File: src/rtl/core/weighted_tardiness_sequence_evaluator_macros.svh
// Assertion macros shared by the evaluator RTL.
`ifndef WEIGHTED_TARDINESS_SEQUENCE_EVALUATOR_MACROS_SVH
`define WEIGHTED_TARDINESS_SEQUENCE_EVALUATOR_MACROS_SVH

// Condition at an edge implies a consequence at the same edge.
`define WTSE_ASSERT_NOW(label, ante, cons, msg) \
  label: assert property (@(posedge clk_i) disable iff (!rst_ni) (ante) |-> (cons)) \
    else $error(msg);

// Condition at an edge implies a consequence at the following edge.
`define WTSE_ASSERT_NEXT(label, ante, cons, msg) \
  label: assert property (@(posedge clk_i) disable iff (!rst_ni) (ante) |=> (cons)) \
    else $error(msg);

`endif

File: src/rtl/core/wtse_pkg.sv
// Shared constants, types and helpers of the weighted tardiness evaluator.
package wtse_pkg;

  // Sizing of the job and setup stores
  localparam int MAX_JOBS    = 64;
  localparam int JOB_W       = $clog2(MAX_JOBS);
  localparam int SETUP_ROWS  = MAX_JOBS + 1;
  localparam int ROW_W       = $clog2(SETUP_ROWS);
  localparam int SETUP_AW    = ROW_W + JOB_W;
  localparam int SETUP_DEPTH = SETUP_ROWS * (2 ** JOB_W);

  // Request and result field widths
  localparam int OP_W    = 2;
  localparam int FROW_W  = 7;
  localparam int FJOB_W  = 6;
  localparam int SETUP_W = 16;
  localparam int PROC_W  = 16;
  localparam int DUE_W   = 24;
  localparam int WGT_W   = 16;
  localparam int POS_W   = 6;
  localparam int TIME_W  = 32;
  localparam int PEN_W   = 48;

  localparam logic [TIME_W-1:0] TIME_MAX = '1;
  localparam logic [PEN_W-1:0]  PEN_MAX  = '1;

  typedef enum logic [OP_W-1:0] {
    OP_SETUP = 2'd0,
    OP_JOB   = 2'd1,
    OP_STEP  = 2'd2
  } op_e;

  // Per-job attributes as held in the job memory
  typedef struct packed {
    logic [PROC_W-1:0] proc;
    logic [DUE_W-1:0]  due;
    logic [WGT_W-1:0]  wgt;
  } job_attr_t;

  // Stored prefix of a sequence at one position
  typedef struct packed {
    logic [TIME_W-1:0] elapsed;
    logic [PEN_W-1:0]  pen;
    logic [FJOB_W-1:0] job;
  } prefix_t;

  // Request as it enters the evaluation pipe
  typedef struct packed {
    logic              step;
    logic              restart;
    logic              use_pre;
    logic              commit;
    logic              last;
    logic              setup_ok;
    logic              job_ok;
    logic              pos_ok;
    logic [FJOB_W-1:0] job;
    logic [POS_W-1:0]  pos;
    logic [TIME_W-1:0] pre_elapsed;
    logic [PEN_W-1:0]  pre_pen;
  } issue_t;

  // Request state carried through the later stages
  typedef struct packed {
    logic              step;
    logic              restart;
    logic              commit;
    logic              last;
    logic              pos_ok;
    logic [FJOB_W-1:0] job;
    logic [POS_W-1:0]  pos;
    logic [PEN_W-1:0]  pre_pen;
    logic [TIME_W-1:0] elapsed;
    logic              sat_t;
    logic [DUE_W-1:0]  due;
    logic [WGT_W-1:0]  wgt;
    logic [TIME_W-1:0] late;
    logic [PEN_W-1:0]  prod;
  } stage_t;

  // Result as delivered on the output channel
  typedef struct packed {
    logic [TIME_W-1:0] elapsed;
    logic [PEN_W-1:0]  pen;
    logic              total;
    logic              sat;
  } result_t;

  function automatic logic job_in_range(input logic [FJOB_W-1:0] j);
    return (int'(j) < MAX_JOBS);
  endfunction

  function automatic logic [JOB_W-1:0] job_addr(input logic [FJOB_W-1:0] j);
    return JOB_W'(j);
  endfunction

endpackage

File: src/rtl/core/wtse_issue.sv
// Request intake: handshake, prefix fetch interlock, memory addressing.
module wtse_issue (
  input  logic                             clk_i,
  input  logic                             rst_ni,
  input  logic                             in_valid_i,
  output logic                             in_stall_o,
  input  logic [wtse_pkg::OP_W-1:0]        operation_i,
  input  logic [wtse_pkg::FROW_W-1:0]      from_row_i,
  input  logic [wtse_pkg::FJOB_W-1:0]      job_i,
  input  logic [wtse_pkg::SETUP_W-1:0]     setup_time_i,
  input  logic [wtse_pkg::PROC_W-1:0]      processing_time_i,
  input  logic [wtse_pkg::DUE_W-1:0]       due_date_i,
  input  logic [wtse_pkg::WGT_W-1:0]       weight_i,
  input  logic [wtse_pkg::POS_W-1:0]       position_i,
  input  logic                             restart_i,
  input  logic                             commit_i,
  input  logic                             is_last_i,
  input  logic                             pipe_en_i,
  input  logic                             commit_busy_i,
  input  wtse_pkg::prefix_t                pre_rdata_i,
  output logic                             setup_we_o,
  output logic [wtse_pkg::SETUP_AW-1:0]    setup_waddr_o,
  output logic [wtse_pkg::SETUP_W-1:0]     setup_wdata_o,
  output logic [wtse_pkg::SETUP_AW-1:0]    setup_raddr_o,
  output logic                             job_we_o,
  output logic [wtse_pkg::JOB_W-1:0]       job_waddr_o,
  output wtse_pkg::job_attr_t              job_wdata_o,
  output logic [wtse_pkg::JOB_W-1:0]       job_raddr_o,
  output logic [wtse_pkg::JOB_W-1:0]       pre_raddr_o,
  output logic                             accept_o,
  output wtse_pkg::issue_t                 item_o
);
  import wtse_pkg::*;

  logic              is_step;
  logic              need_pre;
  logic              accept;
  logic              fetched_q, fetched_d;
  logic [FROW_W-1:0] prev_row_q, prev_row_d;
  logic [FROW_W-1:0] row_sel;

  // Decode the request
  assign is_step  = (operation_i == OP_STEP);
  assign need_pre = is_step && restart_i && (position_i != '0)
                    && ((int'(position_i) - 1) < MAX_JOBS);

  // Hold a prefix resume until its prefix read is done and no commit is in flight
  assign in_stall_o = !pipe_en_i || (need_pre && (commit_busy_i || !fetched_q));
  assign accept     = in_valid_i && !in_stall_o;
  assign accept_o   = accept;
  assign fetched_d  = in_valid_i && need_pre && !commit_busy_i && !accept;

  // Pick the setup row this step leaves from
  always_comb begin
    row_sel = prev_row_q;
    if (restart_i) begin
      if (need_pre) begin
        row_sel = FROW_W'(pre_rdata_i.job) + FROW_W'(1);
      end else begin
        row_sel = '0;
      end
    end
  end

  // Track the row that follows the last accepted step
  always_comb begin
    prev_row_d = prev_row_q;
    if (accept && is_step) begin
      prev_row_d = is_last_i ? '0 : FROW_W'(job_i) + FROW_W'(1);
    end
  end

  always_ff @(posedge clk_i or negedge rst_ni) begin
    if (!rst_ni) begin
      fetched_q  <= 1'b0;
      prev_row_q <= '0;
    end else begin
      fetched_q  <= fetched_d;
      prev_row_q <= prev_row_d;
    end
  end

  // Drive table writes and reads
  assign setup_we_o    = accept && (operation_i == OP_SETUP)
                         && (int'(from_row_i) < SETUP_ROWS) && job_in_range(job_i);
  assign setup_waddr_o = {ROW_W'(from_row_i), job_addr(job_i)};
  assign setup_wdata_o = setup_time_i;
  assign setup_raddr_o = {ROW_W'(row_sel), job_addr(job_i)};

  assign job_we_o          = accept && (operation_i == OP_JOB) && job_in_range(job_i);
  assign job_waddr_o       = job_addr(job_i);
  assign job_wdata_o.proc  = processing_time_i;
  assign job_wdata_o.due   = due_date_i;
  assign job_wdata_o.wgt   = weight_i;
  assign job_raddr_o       = job_addr(job_i);

  assign pre_raddr_o = job_addr(position_i - POS_W'(1));

  // Build the pipe entry
  always_comb begin
    item_o.step        = is_step;
    item_o.restart     = restart_i;
    item_o.use_pre     = need_pre;
    item_o.commit      = commit_i;
    item_o.last        = is_last_i;
    item_o.setup_ok    = (int'(row_sel) < SETUP_ROWS) && job_in_range(job_i);
    item_o.job_ok      = job_in_range(job_i);
    item_o.pos_ok      = int'(position_i) < MAX_JOBS;
    item_o.job         = job_i;
    item_o.pos         = position_i;
    item_o.pre_elapsed = need_pre ? pre_rdata_i.elapsed : '0;
    item_o.pre_pen     = need_pre ? pre_rdata_i.pen : '0;
  end

endmodule

File: config.mk
export PLATFORM = sky130hd
export DESIGN_NAME = wtse_issue
export DESIGN_NICKNAME = d
export VERILOG_FILES = /design/src/rtl/core/weighted_tardiness_sequence_evaluator_macros.svh /design/src/rtl/core/wtse_pkg.sv /design/src/rtl/core/wtse_issue.sv
export SDC_FILE = /design/constraint.sdc
export NUM_CORES = 1
export LEC_CHECK = 0
export ABC_AREA = 1
export BUFFER_PORTS_ARGS = -buffer_cell sky130_fd_sc_hd__buf_2
export CAP_MARGIN = 5
export CORE_AREA = 2 2 160 162
export CTS_CLUSTER_DIAMETER = 50
export DETAILED_ROUTE_END_ITERATION = 10
export DIE_AREA = 0 0 162 164
export PLACE_DENSITY_LB_ADDON = 0.08
export REMOVE_ABC_BUFFERS = 1
export SETUP_SLACK_MARGIN = 0.02
export SYNTH_ARGS = -nofsm -noshare
export SYNTH_HDL_FRONTEND = slang
export SYNTH_SLANG_ARGS = --single-unit
File: constraint.sdc
create_clock -name clk_i -period 1.65 [get_ports clk_i]
set_clock_uncertainty 0.05 [all_clocks]
set_input_delay 0.2475 -clock clk_i [delete_from_list [all_inputs] [get_ports clk_i]]
set_output_delay 0.2475 -clock clk_i [all_outputs]
set_load 0.05 [all_outputs]
# [Yosys cells after proc, flatten, opt, wreduce, memory -nomap -nowiden]
# Cells that the tools add are included.
[word_totals] ff_bits=8 inputBits=187 out_inout_bits=220
[op_classes] addsub=4 order_cmp=3 n_eq_ne=2 muxes=5 n_reduce_logical=21
[ops] operator="$mux 48" count=1
[ops] operator="$mux 32" count=1
[ops] operator="$mux 7" count=3
[ops] operator="$add 6x1->7 const B" count=2
[ops] operator="$lt 7x7->1 const B" count=2
[ops] operator="$logic_and 1x1->1" count=12
[ops] operator="$lt 7x8->1 const B" count=1
[ops] operator="$sub 6x1->7 const B" count=1
[ops] operator="$reduce_bool 6->1" count=1
[ops] operator="$sub 6x1->6 const B" count=1
[ops] operator="$logic_not 1->1" count=5
[ops] operator="$eq 2x1->1 const B" count=1
[ops] operator="$eq 2x2->1 const B" count=1
[ops] operator="$logic_not 2->1" count=1
[ops] operator="$logic_or 1x1->1" count=2

# [Logic depth before layout (Yosys ltp)]
# Gate-level depths: netlist of run 1.
[depth] ltp_word=10 ltp_mapped=11 ltp_nobuf=11

# [Least setup slack after synthesis of run 1]
# No wires, ideal clock.
[synth_path] kind="input port to output port" start="input port position_i[0] (netlist name)" end="output port job_we_o" arrival_time_ps=2930 required_ps=1352 setup_slack_ps=-1578 stages=8 n_path_buf=0 path_cell_list="inv_1 ha_1 nand3_2 nand2_4 inv_2 nand2_4 nand2_2 nor4_1"
[synth_between] elab_chain_len=8 elab_cells_between_ends=10 classes_between="1 x add/sub; 1 x order compare; 8 x reduce/logical"
[synth_rtl] item="start, declared" line_no="wtse_issue.sv:14" rtl="input logic [wtse_pkg::POS_W-1:0] position_i,"
[synth_rtl] item="$sub 6x1->7 / $reduce_bool 6->1 (equally long branches)" line_no="wtse_issue.sv:45, wtse_issue.sv:44"
[synth_rtl] item="$lt 7x8->1 / $logic_and 1x1->1 (equally long branches)" line_no="wtse_issue.sv:45, wtse_issue.sv:44"
[synth_rtl] item="$logic_and 1x1->1 *" line_no="wtse_issue.sv:45" rtl="&& ((int'(position_i) - 1) < MAX_JOBS);"
[synth_rtl] item="net need_pre" line_no="wtse_issue.sv:36" rtl="logic need_pre;"
[synth_rtl] item="$logic_and 1x1->1 *" line_no="wtse_issue.sv:48" rtl="assign in_stall_o = !pipe_en_i || (need_pre && (commit_busy_i || !fetched_q));"
[synth_rtl] item="$logic_or 1x1->1 *" line_no="wtse_issue.sv:48"
[synth_rtl] item="net in_stall_o" line_no="wtse_issue.sv:6" rtl="output logic in_stall_o,"
[synth_rtl] item="$logic_not 1->1 *" line_no="wtse_issue.sv:49" rtl="assign accept = in_valid_i && !in_stall_o;"
[synth_rtl] item="$logic_and 1x1->1 *" line_no="wtse_issue.sv:49"
[synth_rtl] item="$logic_and 1x1->1 *" line_no="wtse_issue.sv:90" rtl="assign job_we_o = accept && (operation_i == OP_JOB) && job_in_range(job_i);"
[synth_rtl] item="end, declared" line_no="wtse_issue.sv:25" rtl="output logic job_we_o,"
# The timed path passes the listed nets; every way through them passes the cells marked *.

==> metrics, run 1 <==
Synth top cells by count buf_4, inv_1, nor2_1; register area share after synthesis 0.08167; R2R depth 7; DR vias 3049; CTS root buf clkbuf_16; CP arrival between 1 and 1.5 ns; status complete, but fails checks; start of the worst register-to-register path fetched_q$_DFF_PN0_; layout cells sized above 1 0.6745; FMAX roughly 0.6 GHz; crit path kind in -> out; # port buffers around 260; reg2reg end prev_row_q[4]$_DFFE_PN0P_; Hold WS about 0.23 ns; Initial Util 0.09876; post-synth top area cell buf_4; cell area after synthesis ~0.0025 mm^2; critical-path cell list buf_8, inv_6, ha_4, nand3_4, nand2_8, nor2_4, nor2_4, nand2_2, nor2_4, nand2_2, nand2_2, buf_8; TritonRoute pass-1 iters 4; Yosys reg bits 8; Peak VDD IR 0.3157 mV; main combinational cell family by area after synthesis buffers and inverters; gpl congestion approximately 0.76; I/O pin cnt ~400; area of the core 0.02482 mm^2; final hold vios 0; Worst R2R Setup Slack around 0.54 ns; CP Max Fanout 6; RSZ-0062 raised after global routing true; post-DR wirelength/cell between 15 and 20 um; synth warn 0; CTS tree done; First DRT Iteration DRCs 95; Slew Viols, Final 0; share of the synthesized area in the top cell type 0.3737; DRC 0; GR Util All Layers 0.09536; clk buf depth 2; first-pass GRT wire length 18.47 mm; Overflow after GRT 0; Final Total Pwr about 2.0 mW; predominant post-synthesis flop cell dfrtp_1; CP max-delay cell ha_4; FP Rows 58; GRT Max-Usage Layer met2; Post-Syn Instances ~420; setup TNS -0.7499 ns; pre-CTS WS -0.4410 ns; htree depth 1; vias per cell 3.300; startpoint types input pin; fin crit period between 1.5 and 2 ns; largest cells by area after synthesis buf_4, inv_1, nor2_1; Post-Synth XOR/XNOR Area 0.01429; P per Cell Area 456.1 mW/mm^2; crit end category output pin; vias in the first global route just under 3000; clk sinks 8; initial antenna violation count 1; DIE AREA approximately 0.027 mm^2; violated checks setup timing; Area Growth Syn to Fin 83.10%; mux cell area share after synthesis 0; final net count between 700 and 800; post-route worst setup slack -0.06234 ns; met1 usage 0.09963; met2 Track Usage GR 0.1412; post-synthesis compound-gate area fraction 0.04900; chip height about 160 um; Leak Pwr around 2.6 nW; clock slew at reported path FFs ~0.04 ns; end point of the critical path item_o[94]; Post-synth EDFFs 0; Worst Hold Class in -> reg; maximum number of pins on one net before global-route repair 29; Crit path required time approximately 1.4 ns; post-synthesis cell type count 31; M3 GR Usage 0.08586; TritonCTS Buffers 3; Post-Synth Adder-Cell Area 0.01531; post-synthesis simple-gate area fraction 0.2859; Non-Filler Instances slightly above 900; DRT antenna net count 0; Final setup viols 37; final period utilization 1.038; final WL roughly 14 mm; Detail Placement HPWL approximately 12 mm; dpl cells about 910; ys async rst share 1.000; Max stage delay on crit path ~0.14 ns; Syn Area/Cell 5.795 um^2; DIE WIDTH ~160 um; max-cap viol count 0; Skew-Pair Late Insertion Delay 0.23 ns; count leader, synth buf_4; CP startpoint position_i[0]
==> where the power goes <==
| part | internal [mW] | switching, mW |
|---|---|---|
| Clock | 0.313 | 0.0942 |
| Combinational | 0.494 | 0.908 |
| Sequential | 0.222 | 0.0160 |
| Total | 1.03 | 1.02 |
==> critical path: cells and delay by family <==
kind / cells / cell delay (ns)
and+or+nand+nor: 8 / 0.73
buffers and inverters: 3 / 0.29
adders and majority gates: 1 / 0.14
==> state kept, by name (all words and copies together), names as in the netlist <==
register    count
prev_row_q      7
fetched_q       1
==> routing by layer <==
metal	vias up	share of wire
li1	1424	-
met1	1325	0.37
met2	286	0.42
met3	10	0.20
met4	4	0.0037
met5	-	0.0096
==> per-stage QoR <==
stage,cell area [um^2],util
after CTS,4328,0.1744
after detailed placement,3396,0.1368
final,4488,0.1808
after global placement,3396,0.1368
after floorplan,1476,-
after global routing,4486,0.1807
==> cell usage in the layout (no fill, tap or decap), types with 3 or more instances in the layout <==
cell type and count:
buf_2 159, nand3_2 3, nand2_4 3, nand2_2 11, buf_6 61, buf_8 8, inv_1 93, nor2_1 43
clkbuf_16 5, inv_4 3, nand3_1 7, nor2_4 8, o21ai_2 7, nor2_2 51, dfrtp_1 8, nand2_1 25
buf_4 63
==> cell families (layout without fill, tap and decap cells) <==
family | after synthesis | count (layout)
buf+inv | 232 | 401
xor+xnor | 4 | 4
compound gates | 15 | 15
other cells | 1 | 3
fa+ha+maj | 3 | 3
flops | 8 | 8
simple gates | 160 | 160
==> worst min-delay path by stage <==
stage                              from                   to  slack, ns  cells after the start
after floorplan                  rst_ni  fetched_q$_DFF_PN0_       -0.1                      0
after global placement           rst_ni  fetched_q$_DFF_PN0_       0.07                      1
after detailed placement         rst_ni  fetched_q$_DFF_PN0_       0.06                      1
after CTS                 commit_busy_i  fetched_q$_DFF_PN0_       0.23                      4
after global routing      commit_busy_i  fetched_q$_DFF_PN0_       0.24                      4
final                     commit_busy_i  fetched_q$_DFF_PN0_       0.23                      4
==> final cells by class <==
type	instances	area (um^2)
fill	2830	20330
timing repair buffer	298	2231
multi-input combinational	184	1171
clock buffer	3	75.07
inverter	100	395.4
antenna	1	2.502
tap	330	412.9
sequential	8	200.2
==> repair_timing <==
| action | in CTS | in global routing |
|---|---|---|
| endpoints found under the hold margin | 8 | 0 |
| resized for setup | 248 | 26 |
| endpoints found under the setup margin | 92 | 92 |
| buffers inserted | 10 | 3 |
| hold buffers | 1 | 0 |
| gates cloned | 1 | 2 |
| pin swaps | 16 | 11 |
Power figures use the tool's default switching activity.
==> inputs of run 2 (changes only) <==
- ABC_AREA: 1 -> 0
- CORE_AREA: 2 2 160 162 -> 2 2 157 159
- DIE_AREA: 0 0 162 164 -> 0 0 159 161
==> run 2 against run 1 <==
  * The flow still finishes with violations (setup timing)
  * Clock-buffer cell count is the same
  * Clock power shrank 1%
  * Non-clock buffer count grew 3
  * Total power shrank 3.2%
  * Setup slack lost 0.43 ns
  * Sequential cell count is the same
  * Die area shrank 3.6%
  * Critical endpoint is now item_o[18]
  * Largest cell class unchanged
==> metrics, run 2 <==
commonest cells after routing, fill and taps aside buf_2, buf_6, and2_1; CTS root buf clkbuf_16; synth warn 0 (unchanged); start of the worst register-to-register path fetched_q$_DFF_PN0_; area of the core 0.02396 mm^2 (-3.4%); final WL 18.65 mm (+31%); Worst R2R Setup Slack 0.16 ns (-0.38 ns); initial antenna violation count 2 (+1); Buf/Inv on CP 5 (+2); FILL cells 2694 (-4.8%); Worst Hold Class in -> reg; Leak Pwr 2.136 nW (-16%); CP Max Fanout 49 (+43); largest cells by area after synthesis buf_4, and2_1, dfrtp_1; Detail Placement HPWL 16.89 mm (+42%); clk sinks 8 (unchanged); GR Util All Layers 0.1362 (+0.04086); reg2reg end prev_row_q[0]$_DFFE_PN0P_; WP depth 9 (-3); DIE AREA 0.02560 mm^2 (-3.6%); Gate power share 0.675 (-0.010); status complete, but fails checks; max-cap viol count 0 (unchanged); design area 0.004272 mm^2 (-4.8%); largest registers prev_row_q (7), fetched_q (1); first-pass GRT wire length 23.29 mm (+26%); Flop pwr share 0.122 (+0.006); most flop-heavy register prev_row_q; final net count 672 (-14%); Final Total Pwr 1.981 mW (-3.2%); Initial Util 0.09524 (-0.003522); Hold Path Sink fetched_q$_DFF_PN0_; WHS Path Cells 2 (-2); CP arrival 1.84 ns (+0.43 ns); DR vias 2721 (-11%); TritonRoute pass-1 iters 4 (unchanged); violated checks setup timing; P per Cell Area 463.9 mW/mm^2 (+1.7%); most common cell after layout, fill and taps aside buf_2; register area share after synthesis 0.08772 (+0.006045); cell area after synthesis 0.002282 mm^2 (-6.9%); startpoint types input pin; TritonCTS Buffers 3 (unchanged); CP max-delay cell or3b_4; FP Rows 57 (-1.7%); crit path kind in -> out; Post-Syn Instances 308 (-27%); Hold Startpoint commit_busy_i; DRC 0 (unchanged); clock slew at reported path FFs 0.04 ns (about the same); chip height 161 um (-1.8%); FMAX 0.4675 GHz (-20%); htree depth 1 (unchanged); Crit path required time 1.35 ns (about the same); post-route worst setup slack -0.4891 ns (-0.4267 ns); final hold vios 0 (unchanged); final core occ 0.1783 (-0.002575); Yosys reg bits 8 (unchanged); setup TNS -44.64 ns (-43.89 ns); internal power 1.036 mW (+0.65%); post-DR wirelength/cell 23.16 um (+50%); First DRT Iteration DRCs 77 (-19%); clk buf depth 2 (unchanged); maximum number of pins on one net before global-route repair 50 (+72%); switch share 0.4773 (-0.02001); dpl cells 796 (-12%); Skew-Pair Late Insertion Delay 0.23 ns (about the same); P_sw 0.9458 mW (-7.1%); Syn Area/Cell 7.410 um^2 (+28%); gpl congestion 0.8692 (+15%); Synth top cells by count buf_4, and2_1, clkbuf_1, nand2_1; Final setup viols 99 (+170%); vias per cell 3.380 (+2.4%); ys async rst share 1.000 (unchanged); post-synth top area cell buf_4; critical-path cell list buf_8, inv_6, ha_4, or3b_4, o311ai_4, inv_2, buf_12, and2_1, buf_6; clock share of power 0.203 (+0.004); Max stage delay on crit path 0.39 ns (+0.25 ns); Peak VDD IR 0.3269 mV (+3.5%); DRT antenna net count 0 (unchanged); layout cells sized above 1 0.7229 (+0.04838); Placement Cell Area 0.003348 mm^2 (-1.4%); pre-CTS WS -0.7010 ns (-0.2601 ns); Non-Filler Instances 805 (-13%); I/O pin cnt 407 (unchanged); # port buffers 258 (unchanged); family with the most delay on the worst path buffers and inverters; number of flip-flops in the largest register 7 (unchanged); fin crit period 2.139 ns (+0.4267 ns); RSZ-0062 raised after global routing true; vias in the first global route 2578 (-13%); CTS tree done; Overflow after GRT 0 (unchanged); share of the synthesized area in the top cell type 0.4013 (+0.02766); R2R depth 5 (-2); Slew Viols, Final 0 (unchanged); count leader, synth buf_4; post-synthesis cell type count 35 (+13%); Hold WS 0.1677 ns (-0.05802 ns); Area Growth Syn to Fin 87.17%; predominant post-synthesis flop cell dfrtp_1; DIE WIDTH 159 um (-1.9%); final period utilization 1.296 (+0.2586); crit end category output pin; Post-synth EDFFs 0 (unchanged)
-- run 2: cell families after synthesis --
kind of cell / count (synthesis) / share of synthesized area
buf+inv: 141 / 0.4337
fa+ha+maj: 3 / 0.01645
flops: 8 / 0.08772
compound gates: 22 / 0.08115
other cells: 1 / 0.001643
simple gates: 115 / 0.3032
xor+xnor: 11 / 0.04221
mux: 7 / 0.03399
-- run 2: what timing repair did --
| action | 4_1_cts | 5_1_grt |
|---|---|---|
| endpoints found under the setup margin | 101 | 102 |
| gates cloned | 0 | 0 |
| resized for setup | 196 | 46 |
| pin swaps | 1 | 6 |
| buffers inserted | 1 | 3 |
| hold buffers | 1 | 0 |
| endpoints found under the hold margin | 8 | 0 |
-- run 2: area by class of cell --
class	instances	area, um^2	area share
clock buffers	3	75.07	0.01757
diodes	1	2.502	0.0005858
repair buffers	301	2288	0.5357
inverters	8	35.03	0.008202
multi-input cells	160	1265	0.2961
flip-flops and latches	8	200.2	0.04687
well taps	324	405.4	0.09490
-- run 2: worst max-delay path by stage --
stage                        start    endpoint  slack (ns)
global route         position_i[0]  item_o[18]       -0.56
finish               position_i[0]  item_o[18]       -0.49
global placement     position_i[0]  item_o[94]       -0.73
floorplan           operation_i[1]  item_o[94]       -2.46
CTS                  position_i[0]  item_o[54]       -0.51
detailed placement   position_i[0]  item_o[94]       -0.70
-- run 2: power by group through the flow --
stage                     logic [mW]  registers, mW  clock network, mW
after CTS                       1.30          0.241              0.409
after global placement          1.18          0.245                  0
after detailed placement        1.17          0.244                  0
final                           1.34          0.242              0.402
after floorplan                0.508          0.243                  0
after global routing            1.41          0.244              0.416
-- run 2: metal layers --
metal	GRT usage	share of wire
met1	0.09616	0.25
met2	0.2508	0.51
met3	0.1317	0.21
met4	0.03017	0.021
met5	0.04356	0.0080
==> inputs of run 3 (changes only) <==
==> constraint.sdc (replaced) <==
create_clock -name clk_i -period 1.65 [get_ports clk_i]
set_clock_uncertainty 0.05 [all_clocks]
set_input_delay 0 -clock clk_i [delete_from_list [all_inputs] [get_ports clk_i]]
set_output_delay 0 -clock clk_i [all_outputs]
set_load 0.05 [all_outputs]
==> run 3 against run 2 <==
  * The run still ends with setup timing left
  * Utilization up 2.6 points
  * First-iteration DRC count grew 73%
  * Sequential cell count is the same
  * Critical path type unchanged
==> metrics, run 3 (synthesized netlist as in run 2, its figures left out) <==
internal power 1.136 mW (+9.7%); clk sinks 8 (unchanged); # port buffers 258 (unchanged); clock slew at reported path FFs 0.04 ns (about the same); Area Growth Syn to Fin 114.7%; chip height 161 um (unchanged); Skew-Pair Late Insertion Delay 0.23 ns (about the same); final net count 731 (+8.8%); startpoint types input pin; DRC 0 (unchanged); first-pass GRT wire length 24.93 mm (+7.1%); initial antenna violation count 36 (+34); maximum number of pins on one net before global-route repair 44 (-12%); FF/Latch Area 200.2 um^2 (unchanged); DRT antenna net count 0 (unchanged); post-DR wirelength/cell 22.43 um (-3.2%); DR vias 3080 (+13%); DIE AREA 0.02560 mm^2 (unchanged); vias per cell 3.540 (+4.7%); setup TNS -4.635 ns (+40.00 ns); final period utilization 1.056 (-0.2401); First DRT Iteration DRCs 133 (+73%); htree depth 1 (unchanged); most common cell after layout, fill and taps aside buf_2; Overflow after GRT 0 (unchanged); Slew HR 0.5184; CTS root buf clkbuf_16; Gate power share 0.740 (+0.065); number of flip-flops in the largest register 7 (unchanged); Worst Hold Class in -> async; FP Rows 57 (unchanged); dpl cells 774 (-2.8%); FMAX 0.5737 GHz (+23%); final WL 19.52 mm (+4.7%); P_sw 1.385 mW (+46%); Flop pwr share 0.098 (-0.024); layout cells sized above 1 0.6419 (-0.08099); fin crit period 1.743 ns (-0.3961 ns); status complete, but fails checks; Initial Util 0.09524 (unchanged); Final Total Pwr 2.521 mW (+27%); crit end category output pin; Leak Pwr 2.396 nW (+12%); area of the core 0.02396 mm^2 (unchanged); crit path kind in -> out; gpl congestion 0.8693 (about the same); design area 0.004900 mm^2 (+15%); commonest cells after routing, fill and taps aside buf_2, buf_6, dlygate4sd3_1; FILL cells 2667 (-1.0%); vias in the first global route 2933 (+14%); worst-margin pin slew roughly 0.72 ns; largest registers prev_row_q (7), fetched_q (1); RSZ-0062 raised after global routing true; Non-Filler Instances 870 (+8.1%); pre-CTS WS -0.3386 ns (+0.3624 ns); TritonRoute pass-1 iters 4 (unchanged); Peak VDD IR 0.2744 mV (-16%); final hold vios 0 (unchanged); GR Util All Layers 0.1409 (+0.004682); most flop-heavy register prev_row_q; violated checks setup timing; Crit path required time 1.60 ns (+0.25 ns); final core occ 0.2045 (+0.02621); post-route worst setup slack -0.09295 ns (+0.3961 ns); Placement Cell Area 0.003156 mm^2 (-5.8%); CP arrival 1.69 ns (-0.15 ns); Detail Placement HPWL 16.91 mm (about the same); Hold WS 0.1009 ns (-0.06687 ns); CTS tree done; clock share of power 0.161 (-0.042); I/O pin cnt 407 (unchanged); clk buf depth 2 (unchanged); DIE WIDTH 159 um (unchanged); switch share 0.5494 (+0.07205); CP Max Fanout 43 (-12%); area of the multi-input gates 0.001255 mm^2 (-0.79%); Slew Viols, Final 0 (unchanged); max-cap viol count 0 (unchanged); P per Cell Area 514.5 mW/mm^2 (+11%); Final setup viols 94 (-5.1%); TritonCTS Buffers 3 (unchanged)
-- run 3: cell count changes in the layout (fill, tap and decap cells not counted), sizes merged --
cell	change
buf	-17
diode	+6
dlygate4sd3	+76
-- run 3: layout make-up --
| cell class | count | share of cell area |
|---|---|---|
| inverters | 8 | 0.007661 |
| well taps | 324 | 0.08274 |
| diodes | 7 | 0.003575 |
| multi-input cells | 160 | 0.2561 |
| flip-flops and latches | 8 | 0.04086 |
| repair buffers | 360 | 0.5937 |
| clock buffers | 3 | 0.01532 |
-- run 3: repair_timing --
item | 4_1_cts | 5_1_grt
setup buffers | 6 | 3
gates resized for setup | 186 | 70
endpoints found under the setup margin | 97 | 99
gates cloned | 1 | 0
hold endpoints to repair | 82 | 0
pin swaps | 3 | 1
hold buffers | 77 | 0
-- run 3: final timing paths --
kind / from / to / slack (ns) / depth (start not counted)
setup / recovery: position_i[0] / accept_o / -0.09 / 9
min in group clk_i: is_last_i / prev_row_q[1]$_DFFE_PN0P_ / 0.12 / 3
max in group asynchronous: rst_ni / prev_row_q[5]$_DFFE_PN0P_ / 1.28 / 2
hold reg to reg: fetched_q$_DFF_PN0_ / fetched_q$_DFF_PN0_ / 0.42 / 1
setup reg to reg: fetched_q$_DFF_PN0_ / prev_row_q[4]$_DFFE_PN0P_ / 0.18 / 5
hold / removal: rst_ni / prev_row_q[0]$_DFFE_PN0P_ / 0.10 / 2
-- run 3: worst max-delay path: stages --
cell and delay [ns]:
buf_6 0.10, inv_4 0.05, ha_4 0.12, or3b_4 0.40, o311ai_4 0.32, inv_4 0.13, buf_12 0.19, a21oi_1 0.15
buf_4 0.22
-- run 3: per-layer routing --
metal | global-route usage | vias up | share of wire
li1 | - | 1325 | -
met1 | 0.1643 | 1435 | 0.39
met2 | 0.2719 | 250 | 0.52
met3 | 0.03210 | 64 | 0.074
met4 | 0.01074 | 6 | 0.022
met5 | 0 | - | 0.0021
-- run 3: power groups by stage --
stage | Combinational, mW | Clock (mW) | Sequential [mW]
finish | 1.87 | 0.407 | 0.248
floorplan | 0.508 | 0 | 0.243
global route | 1.94 | 0.424 | 0.252
CTS | 1.82 | 0.413 | 0.247
detailed placement | 1.11 | 0 | 0.249
global placement | 1.12 | 0 | 0.251
